===== config.mk =====
export PLATFORM = sky130hd
export DESIGN_NAME = keyed_substitution_table
export DESIGN_NICKNAME = d
export VERILOG_FILES = /design/src/rtl/kst_pkg.sv /design/src/rtl/keyed_substitution_table.sv /design/src/rtl/kst_ram.sv /design/src/rtl/kst_ctrl.sv /design/src/rtl/kst_dp.sv
export SDC_FILE = /design/constraint.sdc
export NUM_CORES = 2
export LEC_CHECK = 0
export BUFFER_PORTS_ARGS = -buffer_cell sky130_fd_sc_hd__buf_2
export CORE_ASPECT_RATIO = 1.2
export CORE_UTILIZATION = 39
export DETAILED_ROUTE_END_ITERATION = 12
export PLACE_DENSITY = 0.61
export SKIP_CTS_REPAIR_TIMING = 1
export SYNTH_ARGS = -nofsm -noshare
export SYNTH_HDL_FRONTEND = slang
export SYNTH_SLANG_ARGS = --single-unit

===== constraint.sdc =====
create_clock -name clk -period 4.68 [get_ports clk]
set_clock_uncertainty 0.05 [all_clocks]
set_input_delay 0.936 -clock clk [delete_from_list [all_inputs] [get_ports clk]]
set_output_delay 0.936 -clock clk [all_outputs]
set_load 0.01 [all_outputs]

===== src/rtl/kst_pkg.sv =====
// ----------------------------------------------------------------------------
// Keyed substitution table package
// Transfer types, operation and status codes, and the command and status
// bundles that pass between the controller and the datapath.
// ----------------------------------------------------------------------------
package kst_pkg;

	// Operation codes carried in the func field.
	localparam logic [2:0] FN_LOOKUP   = 3'd0;
	localparam logic [2:0] FN_REGISTER = 3'd1;
	localparam logic [2:0] FN_LOAD     = 3'd2;
	localparam logic [2:0] FN_DEL_ID   = 3'd3;
	localparam logic [2:0] FN_DEL_CODE = 3'd4;
	localparam logic [2:0] FN_CLEAR    = 3'd5;
	localparam logic [2:0] FN_QUERY    = 3'd6;

	// Result status codes.
	localparam logic [1:0] ST_OK      = 2'd0;
	localparam logic [1:0] ST_FULL    = 2'd1;
	localparam logic [1:0] ST_NO_LAST = 2'd2;

	typedef struct packed {
		logic [2:0]        func;
		logic [15:0]       owner_id;
		logic [15:0]       code_key;
		logic [7:0]        entry_type;
		logic signed [3:0] hazard_index;
		logic signed [3:0] segment_index;
		logic [2:0]        slot_index;
		logic [15:0]       slot_code;
		logic [7:0]        slot_volume;
	} req_t;

	typedef struct packed {
		logic signed [16:0] result_code;
		logic [7:0]         noise_volume;
		logic               matched;
		logic               any_registered;
		logic [1:0]         status;
	} rsp_t;

	// Controller to datapath.
	typedef struct packed {
		logic load;     // capture the accepted request and restart the scan
		logic scan;     // walk the entry table
		logic clr_step; // write one zero row of the slot store
		logic exec;     // apply the operation and form the result
		logic push;     // move the result into the output register
	} cmd_t;

	// Datapath to controller.
	typedef struct packed {
		logic clr_last;
		logic scan_done;
		logic is_lookup;
		logic out_free;
	} sts_t;

endpackage


===== src/rtl/keyed_substitution_table.sv =====
// ----------------------------------------------------------------------------
// Keyed substitution table
// Sound-code substitution table with lookup, registration, slot loading,
// deletion, clear-all and occupancy query operations.
// ----------------------------------------------------------------------------
// The block takes one request at a time and returns exactly one result
// transfer for each. Lookup, register and both delete operations walk the
// entry table one entry per cycle through a single read port of the entry
// store; a lookup then makes one further read of the slot store before the
// result is formed and moved into the output register. Slot load, clear-all,
// query and the unused function code skip the scan. A finished result
// sits in the output register, so a new request is taken while the previous
// result still waits to be collected. After reset every word of the slot
// store, the next power of two at or above ENTRIES times the next power of
// two at or above SLOTS words (128 for the default sizes), is swept to zero
// one word per cycle, and no request is accepted during that sweep. Free
// entries never match; a lookup miss hands back the key masked to twelve
// bits, and a negative slot index gives a code of minus one with zero
// volume. Slot indexes beyond the slot count wrap around.
// ----------------------------------------------------------------------------
module keyed_substitution_table #(
	parameter int ENTRIES = 16,
	parameter int SLOTS   = 8
) (
	input  logic          clk,
	input  logic          arst_n,
	input  logic          req_valid,
	output logic          req_stall,
	input  kst_pkg::req_t req_data,
	output logic          rsp_valid,
	input  logic          rsp_stall,
	output kst_pkg::rsp_t rsp_data
);

	// The controller sequences each operation; the datapath holds every
	// store, the scan compare stage and the output register.
	kst_pkg::cmd_t cmd;
	kst_pkg::sts_t sts;

	kst_ctrl u_ctrl (
		.clk       (clk),
		.arst_n    (arst_n),
		.req_valid (req_valid),
		.req_stall (req_stall),
		.func      (req_data.func),
		.cmd       (cmd),
		.sts       (sts)
	);

	kst_dp #(.ENTRIES(ENTRIES), .SLOTS(SLOTS)) u_dp (
		.clk       (clk),
		.arst_n    (arst_n),
		.cmd       (cmd),
		.sts       (sts),
		.req_data  (req_data),
		.rsp_valid (rsp_valid),
		.rsp_stall (rsp_stall),
		.rsp_data  (rsp_data)
	);

endmodule


===== src/rtl/kst_ram.sv =====
// ----------------------------------------------------------------------------
// Generic RAM
// One write port and one read port, with the read data registered.
// ----------------------------------------------------------------------------
module kst_ram #(
	parameter int WIDTH = 8,
	parameter int DEPTH = 16
) (
	input  logic                                   clk,
	input  logic                                   we,
	input  logic [(DEPTH > 1 ? $clog2(DEPTH) : 1)-1:0] waddr,
	input  logic [WIDTH-1:0]                       wdata,
	input  logic [(DEPTH > 1 ? $clog2(DEPTH) : 1)-1:0] raddr,
	output logic [WIDTH-1:0]                       rdata
);

	logic [WIDTH-1:0] mem [DEPTH];

	always_ff @(posedge clk) begin
		if (we) begin
			mem[waddr] <= wdata;
		end
		rdata <= mem[raddr];
	end

endmodule


===== src/rtl/kst_ctrl.sv =====
// ----------------------------------------------------------------------------
// Keyed substitution table controller
// Sequences the start-up clearing pass and the steps of each operation.
// ----------------------------------------------------------------------------
module kst_ctrl (
	input  logic              clk,
	input  logic              arst_n,
	input  logic              req_valid,
	output logic              req_stall,
	input  logic [2:0]        func,
	output kst_pkg::cmd_t     cmd,
	input  kst_pkg::sts_t     sts
);

	typedef enum logic [5:0] {
		S_CLEAR = 6'b000001,
		S_IDLE  = 6'b000010,
		S_SCAN  = 6'b000100,
		S_FETCH = 6'b001000,
		S_EXEC  = 6'b010000,
		S_DONE  = 6'b100000
	} state_t;

	state_t state_q, state_d;
	logic   needs_scan;

	assign needs_scan = (func == kst_pkg::FN_LOOKUP) || (func == kst_pkg::FN_REGISTER) ||
		(func == kst_pkg::FN_DEL_ID) || (func == kst_pkg::FN_DEL_CODE);

	assign req_stall = (state_q != S_IDLE);

	always_comb begin
		state_d = state_q;
		cmd     = '0;
		unique case (state_q)
			S_CLEAR: begin
				cmd.clr_step = 1'b1;
				if (sts.clr_last) begin
					state_d = S_IDLE;
				end
			end
			S_IDLE: begin
				if (req_valid) begin
					cmd.load = 1'b1;
					state_d  = needs_scan ? S_SCAN : S_EXEC;
				end
			end
			S_SCAN: begin
				cmd.scan = 1'b1;
				if (sts.scan_done) begin
					state_d = sts.is_lookup ? S_FETCH : S_EXEC;
				end
			end
			S_FETCH: begin
				state_d = S_EXEC;
			end
			S_EXEC: begin
				cmd.exec = 1'b1;
				state_d  = S_DONE;
			end
			S_DONE: begin
				if (sts.out_free) begin
					cmd.push = 1'b1;
					state_d  = S_IDLE;
				end
			end
			default: begin
				state_d = S_IDLE;
			end
		endcase
	end

	always_ff @(posedge clk or negedge arst_n) begin
		if (!arst_n) begin
			state_q <= S_CLEAR;
		end else begin
			state_q <= state_d;
		end
	end

endmodule


===== src/rtl/kst_dp.sv =====
// ----------------------------------------------------------------------------
// Keyed substitution table datapath
// Entry and slot stores, the scan compare stage, valid bookkeeping and the
// output register.
// ----------------------------------------------------------------------------
module kst_dp #(
	parameter int ENTRIES = 16,
	parameter int SLOTS   = 8
) (
	input  logic          clk,
	input  logic          arst_n,
	input  kst_pkg::cmd_t cmd,
	output kst_pkg::sts_t sts,
	input  kst_pkg::req_t req_data,
	output logic          rsp_valid,
	input  logic          rsp_stall,
	output kst_pkg::rsp_t rsp_data
);

	localparam int IW  = (ENTRIES > 1) ? $clog2(ENTRIES) : 1;
	localparam int SW  = (SLOTS > 1) ? $clog2(SLOTS) : 1;
	localparam int CW  = $clog2(ENTRIES + 1);
	localparam int SAW = IW + SW;

	typedef struct packed {
		logic [15:0] owner;
		logic [15:0] key;
		logic        by_hazard;
	} entry_t;

	typedef struct packed {
		logic [15:0] code;
		logic [7:0]  volume;
	} slot_t;

	// Wraps a small non-negative index into the slot range.
	function automatic logic [SW-1:0] slot_wrap(input logic [2:0] v);
		logic [4:0] r;
		r = {2'b00, v};
		for (int k = 0; k < 8; k++) begin
			if (r >= 5'(SLOTS)) begin
				r = r - 5'(SLOTS);
			end
		end
		return r[SW-1:0];
	endfunction

	kst_pkg::req_t item_q;
	kst_pkg::rsp_t res_d, res_q, rsp_q, out_d;
	logic          rsp_valid_q;

	logic [ENTRIES-1:0] valid_q;
	logic [CW-1:0]      cnt_q;
	logic [CW-1:0]      rd_cnt_q;
	logic               cmp_v_s1;
	logic [IW-1:0]      cmp_idx_s1;
	logic               hit_q, hit_haz_q, free_q, last_ok_q;
	logic [IW-1:0]      hit_idx_q, free_idx_q, last_q;
	logic [SAW-1:0]     clr_cnt_q;

	entry_t         ent_wdata, ent_rdata;
	logic           ent_we;
	slot_t          slot_wdata, slot_rdata;
	logic           slot_we;
	logic [SAW-1:0] slot_waddr, slot_raddr;

	logic              fn_lookup, fn_reg, fn_load, fn_del_id, fn_del_code, fn_clear;
	logic              cur_valid, id_eq, key_eq;
	logic              drop, hit_now, free_now, claim, load_ok, issue;
	logic signed [3:0] sel_ix;

	assign fn_lookup   = (item_q.func == kst_pkg::FN_LOOKUP);
	assign fn_reg      = (item_q.func == kst_pkg::FN_REGISTER);
	assign fn_load     = (item_q.func == kst_pkg::FN_LOAD);
	assign fn_del_id   = (item_q.func == kst_pkg::FN_DEL_ID);
	assign fn_del_code = (item_q.func == kst_pkg::FN_DEL_CODE);
	assign fn_clear    = (item_q.func == kst_pkg::FN_CLEAR);

	// Scan compare stage: works on the entry read in the previous cycle.
	assign issue     = cmd.scan && (rd_cnt_q < CW'(ENTRIES));
	assign cur_valid = valid_q[cmp_idx_s1];
	assign id_eq     = (ent_rdata.owner == item_q.owner_id);
	assign key_eq    = (ent_rdata.key == item_q.code_key);

	assign drop = cmp_v_s1 && cur_valid && id_eq &&
		(fn_del_id || ((fn_reg || fn_del_code) && key_eq));
	assign hit_now  = cmp_v_s1 && fn_lookup && cur_valid && id_eq && key_eq && !hit_q;
	assign free_now = cmp_v_s1 && fn_reg && (!cur_valid || (id_eq && key_eq)) && !free_q;

	assign claim   = cmd.exec && fn_reg && free_q;
	assign load_ok = last_ok_q && valid_q[last_q];
	assign sel_ix  = hit_haz_q ? item_q.hazard_index : item_q.segment_index;

	assign ent_we    = claim;
	assign ent_wdata = '{owner: item_q.owner_id, key: item_q.code_key,
		by_hazard: (item_q.entry_type == 8'd0)};

	assign slot_we    = cmd.clr_step || (cmd.exec && fn_load && load_ok);
	assign slot_waddr = cmd.clr_step ? clr_cnt_q : {last_q, slot_wrap(item_q.slot_index)};
	assign slot_wdata = cmd.clr_step ? slot_t'('0) :
		slot_t'{code: item_q.slot_code, volume: item_q.slot_volume};
	assign slot_raddr = {hit_idx_q, slot_wrap(sel_ix[2:0])};

	kst_ram #(.WIDTH($bits(entry_t)), .DEPTH(ENTRIES)) u_entry_ram (
		.clk   (clk),
		.we    (ent_we),
		.waddr (free_idx_q),
		.wdata (ent_wdata),
		.raddr (rd_cnt_q[IW-1:0]),
		.rdata (ent_rdata)
	);

	kst_ram #(.WIDTH($bits(slot_t)), .DEPTH(1 << SAW)) u_slot_ram (
		.clk   (clk),
		.we    (slot_we),
		.waddr (slot_waddr),
		.wdata (slot_wdata),
		.raddr (slot_raddr),
		.rdata (slot_rdata)
	);

	always_comb begin
		res_d = '0;
		if (fn_lookup) begin
			res_d.matched = hit_q;
			if (!hit_q) begin
				res_d.result_code = 17'({5'd0, item_q.code_key[11:0]});
			end else if (sel_ix[3]) begin
				res_d.result_code = '1;
			end else begin
				res_d.result_code  = 17'({1'b0, slot_rdata.code});
				res_d.noise_volume = slot_rdata.volume;
			end
		end else if (fn_reg) begin
			res_d.status = free_q ? kst_pkg::ST_OK : kst_pkg::ST_FULL;
		end else if (fn_load) begin
			res_d.status = load_ok ? kst_pkg::ST_OK : kst_pkg::ST_NO_LAST;
		end
	end

	// Occupancy is taken when the result is pushed, after the operation has
	// settled the valid bits.
	always_comb begin
		out_d                = res_q;
		out_d.any_registered = (cnt_q != '0);
	end

	assign sts.clr_last  = &clr_cnt_q;
	assign sts.scan_done = (rd_cnt_q == CW'(ENTRIES)) && !cmp_v_s1;
	assign sts.is_lookup = fn_lookup;
	assign sts.out_free  = !rsp_valid_q || !rsp_stall;

	assign rsp_valid = rsp_valid_q;
	assign rsp_data  = rsp_q;

	always_ff @(posedge clk or negedge arst_n) begin
		if (!arst_n) begin
			valid_q     <= '0;
			cnt_q       <= '0;
			rd_cnt_q    <= '0;
			cmp_v_s1    <= 1'b0;
			hit_q       <= 1'b0;
			free_q      <= 1'b0;
			last_q      <= '0;
			last_ok_q   <= 1'b0;
			clr_cnt_q   <= '0;
			rsp_valid_q <= 1'b0;
		end else begin
			if (cmd.clr_step) begin
				clr_cnt_q <= clr_cnt_q + 1'b1;
			end
			if (cmd.load) begin
				rd_cnt_q <= '0;
				cmp_v_s1 <= 1'b0;
				hit_q    <= 1'b0;
				free_q   <= 1'b0;
			end else begin
				cmp_v_s1 <= issue;
				if (issue) begin
					rd_cnt_q <= rd_cnt_q + 1'b1;
				end
				if (hit_now) begin
					hit_q <= 1'b1;
				end
				if (free_now) begin
					free_q <= 1'b1;
				end
			end
			if (cmd.exec && fn_clear) begin
				valid_q <= '0;
				cnt_q   <= '0;
			end else if (drop) begin
				valid_q[cmp_idx_s1] <= 1'b0;
				cnt_q               <= cnt_q - 1'b1;
			end else if (claim) begin
				valid_q[free_idx_q] <= 1'b1;
				cnt_q               <= cnt_q + 1'b1;
			end
			if (cmd.exec && fn_reg) begin
				last_ok_q <= free_q;
				if (free_q) begin
					last_q <= free_idx_q;
				end
			end
			if (cmd.push) begin
				rsp_valid_q <= 1'b1;
			end else if (!rsp_stall) begin
				rsp_valid_q <= 1'b0;
			end
		end
	end

	always_ff @(posedge clk) begin
		if (cmd.load) begin
			item_q <= req_data;
		end
		cmp_idx_s1 <= rd_cnt_q[IW-1:0];
		if (hit_now) begin
			hit_idx_q <= cmp_idx_s1;
			hit_haz_q <= ent_rdata.by_hazard;
		end
		if (free_now) begin
			free_idx_q <= cmp_idx_s1;
		end
		if (cmd.exec) begin
			res_q <= res_d;
		end
		if (cmd.push) begin
			rsp_q <= out_d;
		end
	end

endmodule

* Word level (Yosys, flattened, before mapping) *
Memory sizes are Yosys's and may differ from the RTL's. A register that Yosys moved wholly into a read port is not among the register bits.
Cells that the tools add are included.

word-level totals
  memory bits (writable) = 3,600
  flip-flop bits (word level) = 196
  memories = 2
  input bits = 82
  logic and storage cells = 174

memories
  memory                depth  width  read ports  clocked after Yosys merged registers in  wr ports  line           RTL
  u_dp.u_slot_ram.mem   128    24     1           1                                        1         kst_ram.sv:17  logic [WIDTH-1:0] mem [DEPTH];
  u_dp.u_entry_ram.mem  16     33     1           1                                        1         kst_ram.sv:17

cells by class
  eq/ne operators = 23
  reductions and logical operators = 50
  $lt $le $gt $ge = 6
  bitwise operators = 5
  mux-type cells = 50
  $add $sub $neg = 4

operator list
  operator                                                            count
  two-way mux 16 bit                                                  3
  one-hot mux 6 bit (6 select lines)                                  1
  two-way mux 5 bit                                                   7
  == test 16 bit                                                      2
  two-way mux 24 bit                                                  1
  two-way mux 6 bit                                                   4
  logical AND 1 bit                                                   23
  two-way mux 1 bit                                                   23
  two-way mux 17 bit                                                  1
  bitwise AND 16 bit                                                  1
  inverter 16 bit                                                     1
  OR 16 bit                                                           1
  < comparator 4 x 5 -> 1 bit (second input constant)                 3
  two-way mux 12 bit                                                  1
  adder 5 x 1 -> 5 bit (second input constant)                        2
  == test 3 x 2 -> 1 bit (second input constant)                      3
  == test 3 bit (second input constant)                               3
  binary-select mux 1 bit (select 4 bit)                              2
  demux 1 bit (select 4 bit)                                          2
  greater-or-equal comparator 4 x 1 -> 1 bit (second input constant)  2
  zero test 8 bit                                                     1
  logical OR 1 bit                                                    8
  != test 2 bit (second input constant)                               4
  adder 7 x 1 -> 7 bit (second input constant)                        1
  25 further kinds                                                    38

* Depth between registers and ports, before layout *
  depth after elaboration = 8
  depth in mapped cells = 16
  depth with buffers taken out = 14

* Modules after synthesis *
From an unflattened synthesis, not the netlist that was laid out.

unflattened totals
  cells, all modules = 5,971
  area, all modules = 146,152.7 µm²

by module, submodules not included
  module                       cells an instance  seq. area each (µm²)  times used  area an instance (µm²)
  kst_ram at u_dp.u_slot_ram   4,538              92,728.9              1           117,381.3
  kst_ram at u_dp.u_entry_ram  864                16,515.8              1           20,629.8
  kst_dp                       527                5,455.2               1           7,754.9
  kst_ctrl                     42                 151.4                 1           386.6

* Worst setup path after synthesis *
Ideal clock, no wire load.

  path type = register to register
  from = reg u_ctrl.state_q[3]
  to = reg u_dp.rd_cnt_q[0]
  path buffers = 0
  data required time = 4.504 ns
  period minus slack after synthesis = 5.258 ns
  path slack = -0.578 ns
  arrival = 5.082 ns
  stages on the path, launching flop included = 6
  path through = dfrtp_1 nor2_1 nand4b_1 nor2_1 nor2_1 mux2_2

RTL lines
  element                 line            RTL
  from (decl)             kst_ctrl.sv:24  state_t state_q, state_d;
  from (signal assigned)  kst_ctrl.sv:77  state_q <= state_d;
  to (signal assigned)    kst_dp.sv:180   rd_cnt_q <= rd_cnt_q + 1'b1;
  to (decl)               kst_dp.sv:54    logic [CW-1:0] rd_cnt_q;

* Worst setup path in the final report *
  from = reg u_dp.last_q[0]
  to = mem u_dp.u_slot_ram.mem[75][20] (netlist bit) (enable)

between the ends
  longest elaborated chain between the ends = 7

RTL lines
  element                                  line           RTL
  from (decl)                              kst_dp.sv:58   logic [IW-1:0] hit_idx_q, free_idx_q, last_q;
  from (signal assigned)                   kst_dp.sv:202  last_q <= free_idx_q;
  binary-select mux 1 bit (select 4 bit)   kst_dp.sv:91   assign load_ok = last_ok_q && valid_q[last_q];
  two-way mux 1 bit (implied by the code)  kst_dp.sv:91
  logical AND 1 bit                        kst_dp.sv:91
  logical AND 1 bit                        kst_dp.sv:98   assign slot_we = cmd.clr_step || (cmd.exec && fn_load && load_ok);
  logical OR 1 bit                         kst_dp.sv:98
  two-way mux 1 bit                        kst_ram.sv:20  if (we) begin
  two-way mux 1 bit (implied by the code)  kst_ram.sv:21  mem[waddr] <= wdata;
  to (decl)                                kst_ram.sv:17

Parallel ways exist; a longest one is shown, timed or not. The select of a mux whose other input is x is not followed.

==> out/qor.yml <==
cp_slowest_stage_delay_ns: 0.94
clkLatencyLatePin_ns: 0.92
io_pins: 113
timing.critical_path.arrival_ns: 5.02
path_class: "reg -> reg"
grt_max_degree: 129
grt_first_pass_wirelength_mm: 615
num_rows: 247
gp_congestion: 0.898
crit_path_cell_trace: "mux4_2 -> mux4_2 -> and2_1 -> a41o_1 -> nand3_2 -> nor2_2 -> buf_4"
clock_tree.htree_level_count: 5
synth.ff_latch_count: 3853
path_buf_inv: 1
synth_largest_type_area_fraction: 0.757
finalInstanceArea_sq_mm: 0.171
dominantRegCellSynth: "edfxtp_1"
finalSetupViolations: 0
finalCriticalPeriod_ns: 4.46
cp_slowest_cell: "nand3_2"
power_per_cell_area_mw_per_mm2: 472
clock.fmax_ghz: 0.224
die_width_microns: 565
cellLeakagePower_nw: 56.7
ant_nets: 0
layout.cells.most_common: "edfxtp_1"
numCtsBuffers: 374
ir_worst_vdd_uv: 328
timing.final.hold_violations: 0
report.power.total_mw: 80.8
netlist_area_sq_mm: 0.148
drt_iter0_drc: 10100
ff2ff_path_depth: 7
min_delay_path_class: "in -> reg"
synthesis_warnings: 0
cts_buffer_depth: 4
firstDrtPassIters: 6
drv_cap: 0
floorplan.die_area_sq_mm: 0.383
cts.root.buffer_cell: "clkbuf_16"
tritoncts: "done"
grt_overflow_total: 0
globalRouteTotalUtil: 0.222
synth.yosys.seq_area_share: 0.774
cp_top_family: "simple AND/OR/NAND/NOR gates"
synth.top_cells.by_area: "edfxtp_1, mux2i_1, mux4_2"
clock_sinks: 3853
post-route-drc-count: 0
fp.coreArea_sq_mm: 0.378
proportion_of_layout_cells_with_a_drive_suffix_above_1: 0.178
total_stage_count_of_the_critical_path: 7
grt_use_met1: 0.278
die_h_microns: 678
dp.final_hpwl_mm: 259
synthesis.area_per_instance_sq_um: 16.4
mappedNetlistNets: 9125
grt_setup_unrepaired: "false"
via_count: 85800
grtUsageMet3: 0.0349
count_of_nets_after_finishing: 9676
timing.final.crit_share: 0.953
avgRoutedWirePerCell_microns: 29.2
asyncSetResetFlopFracSynth: 0.0125
netlist_instances: 9036
relSlewSlack: 0.108
mostFrequentLayoutCells: "edfxtp_1, nand2_1, mux2i_1, a21oi_1, buf_4"
grt_util_met2: 0.376
yosysUniqueCellTypes: 78
grt_antenna_before_repair: 38
timing.setup.tns_ns: 0
critPathLaunchType: "register"
port_buffer_cells: 112
floorplan.initialDensity: 0.393
slew_viol_final: 0
run_status: "complete, no violations"
end_kind: "register"
first_global_vias: 84800
global_route.peak_usage_layer: "met2"
critical_path_peak_fanout: 13
synth-edff-count: 3744
cp_common_cell: "mux4_2"
route.final.wire_length_mm: 435
path_clk_slew_ns: 0.06
syn_to_final_growth_pct: 15.4
post_detailed_placement_cell_area_sq_mm: 0.159
worstHoldPathCells: 1
timing.critical_path.required_ns: 5.24
route.detailed.vias_per_inst: 5.77
worst_pin_slew_ns: 1.33
yosys_top_cell_by_area: "edfxtp_1"
[area by class of cell]
type                       instances  area, sq um
antenna                           11         27.5
sequential                      3853       115000
inverter                          21         81.3
multi-input combinational       4602        31700
tap                             4980         6230
fill                           32200       207000
clock inverter                   189         1860
clock buffer                     478         9990
timing repair buffer             735         6580
[state kept, by name, indices dropped and copies added, names as in the netlist]
register and count:
u_ctrl.state_q 6, u_dp.cnt_q 5, u_dp.free_idx_q 4, u_dp.ent_wdata 32, u_dp.item_q 46, u_dp.valid_q 16
u_dp.free_q 1, u_dp.u_entry_ram.mem 528, u_dp.cmp_v_s1 1, u_dp.hit_q 1, u_dp.out_d 28, u_dp.clr_cnt_q 7
u_dp.u_slot_ram.rdata 24, u_dp.rsp_data 29, u_dp.u_entry_ram.rdata 33, u_dp.rd_cnt_q 5, u_dp.cmp_idx_s1 4, u_dp.hit_haz_q 1
u_dp.last_q 4, u_dp.u_slot_ram.mem 3072, u_dp.rsp_valid 1, u_dp.hit_idx_q 4, u_dp.last_ok_q 1
[worst reg2reg max path, delay by kind of cell (launching register included)]
kind	cells	cell delay, ns
DFF	1	0.52
AOI/OAI and AO/OA	1	0.64
muxes	2	0.65
buffers and inverters	1	0.35
and+or+nand+nor	3	1.96
[cells in the mapped netlist (all sizes together), types with 107 or more instances]
library cell,instances
o22ai,247
mux2i,653
mux4,252
nand2,1346
nor4,229
clkbuf,263
a21oi,610
nand3,178
buf,297
nor2,329
edfxtp,3744
nor3,107
[layer usage]
| layer | share of wire | vias to the layer above |
|---|---|---|
| met3 | 0.078 | 844 |
| li1 | - | 36400 |
| met1 | 0.38 | 44500 |
| met4 | 0.053 | 20 |
| met2 | 0.49 | 4136 |
| met5 | 0.00030 | - |
[cell families (layout without fill, tap and decap cells)]
group / Yosys count / count (layout) / share of synthesized area
other cells: 0 / 11 / 0
mux: 918 / 918 / 0.0834
fa+ha+maj: 7 / 7 / 0.000641
buf+inv: 581 / 1423 / 0.0179
xor+xnor: 43 / 43 / 0.00254
simple gates: 2372 / 2372 / 0.0702
compound gates: 1262 / 1262 / 0.0516
flops: 3853 / 3853 / 0.774
[stage by stage]
stage	utilization	setup slack (ns)	hold WS [ns]	cells
6_report	0.453	0.221	0.152	14900
5_1_grt	0.453	0.0722	0.116	14900
4_1_cts	0.453	0.260	0.0960	14900
3_5_place_dp	0.422	0.267	0.351	14200
3_3_place_gp	0.422	0.332	0.358	14200
2_1_floorplan	-	0.364	0.295	9036
[power breakdown]
| part | internal, mW | switching (mW) |
|---|---|---|
| Clock | 16.8 | 12.8 |
| Sequential | 39.6 | 0.525 |
| Combinational | 3.62 | 7.46 |
[final timing paths]
check                      slack [ns]                    startpoint                                    end
max                              0.22    u_dp.last_q[0]$_DFFE_PN0P_  u_dp.u_slot_ram.mem[75][20]$_DFFE_PP_
min                              0.15                  req_data[48]            u_dp.ent_wdata[6]$_DFFE_PP_
max reg2reg                      0.22    u_dp.last_q[0]$_DFFE_PN0P_  u_dp.u_slot_ram.mem[75][20]$_DFFE_PP_
min reg2reg                      0.37  u_dp.out_d[23]$_SDFFCE_PN0N_            u_dp.rsp_data[23]$_DFFE_PP_
max in group asynchronous        3.53                        arst_n           u_dp.rd_cnt_q[0]$_DFFE_PN0P_
min in group asynchronous        0.22                        arst_n                 u_dp.hit_q$_DFFE_PN0P_
(Power assumes the default switching activity.)
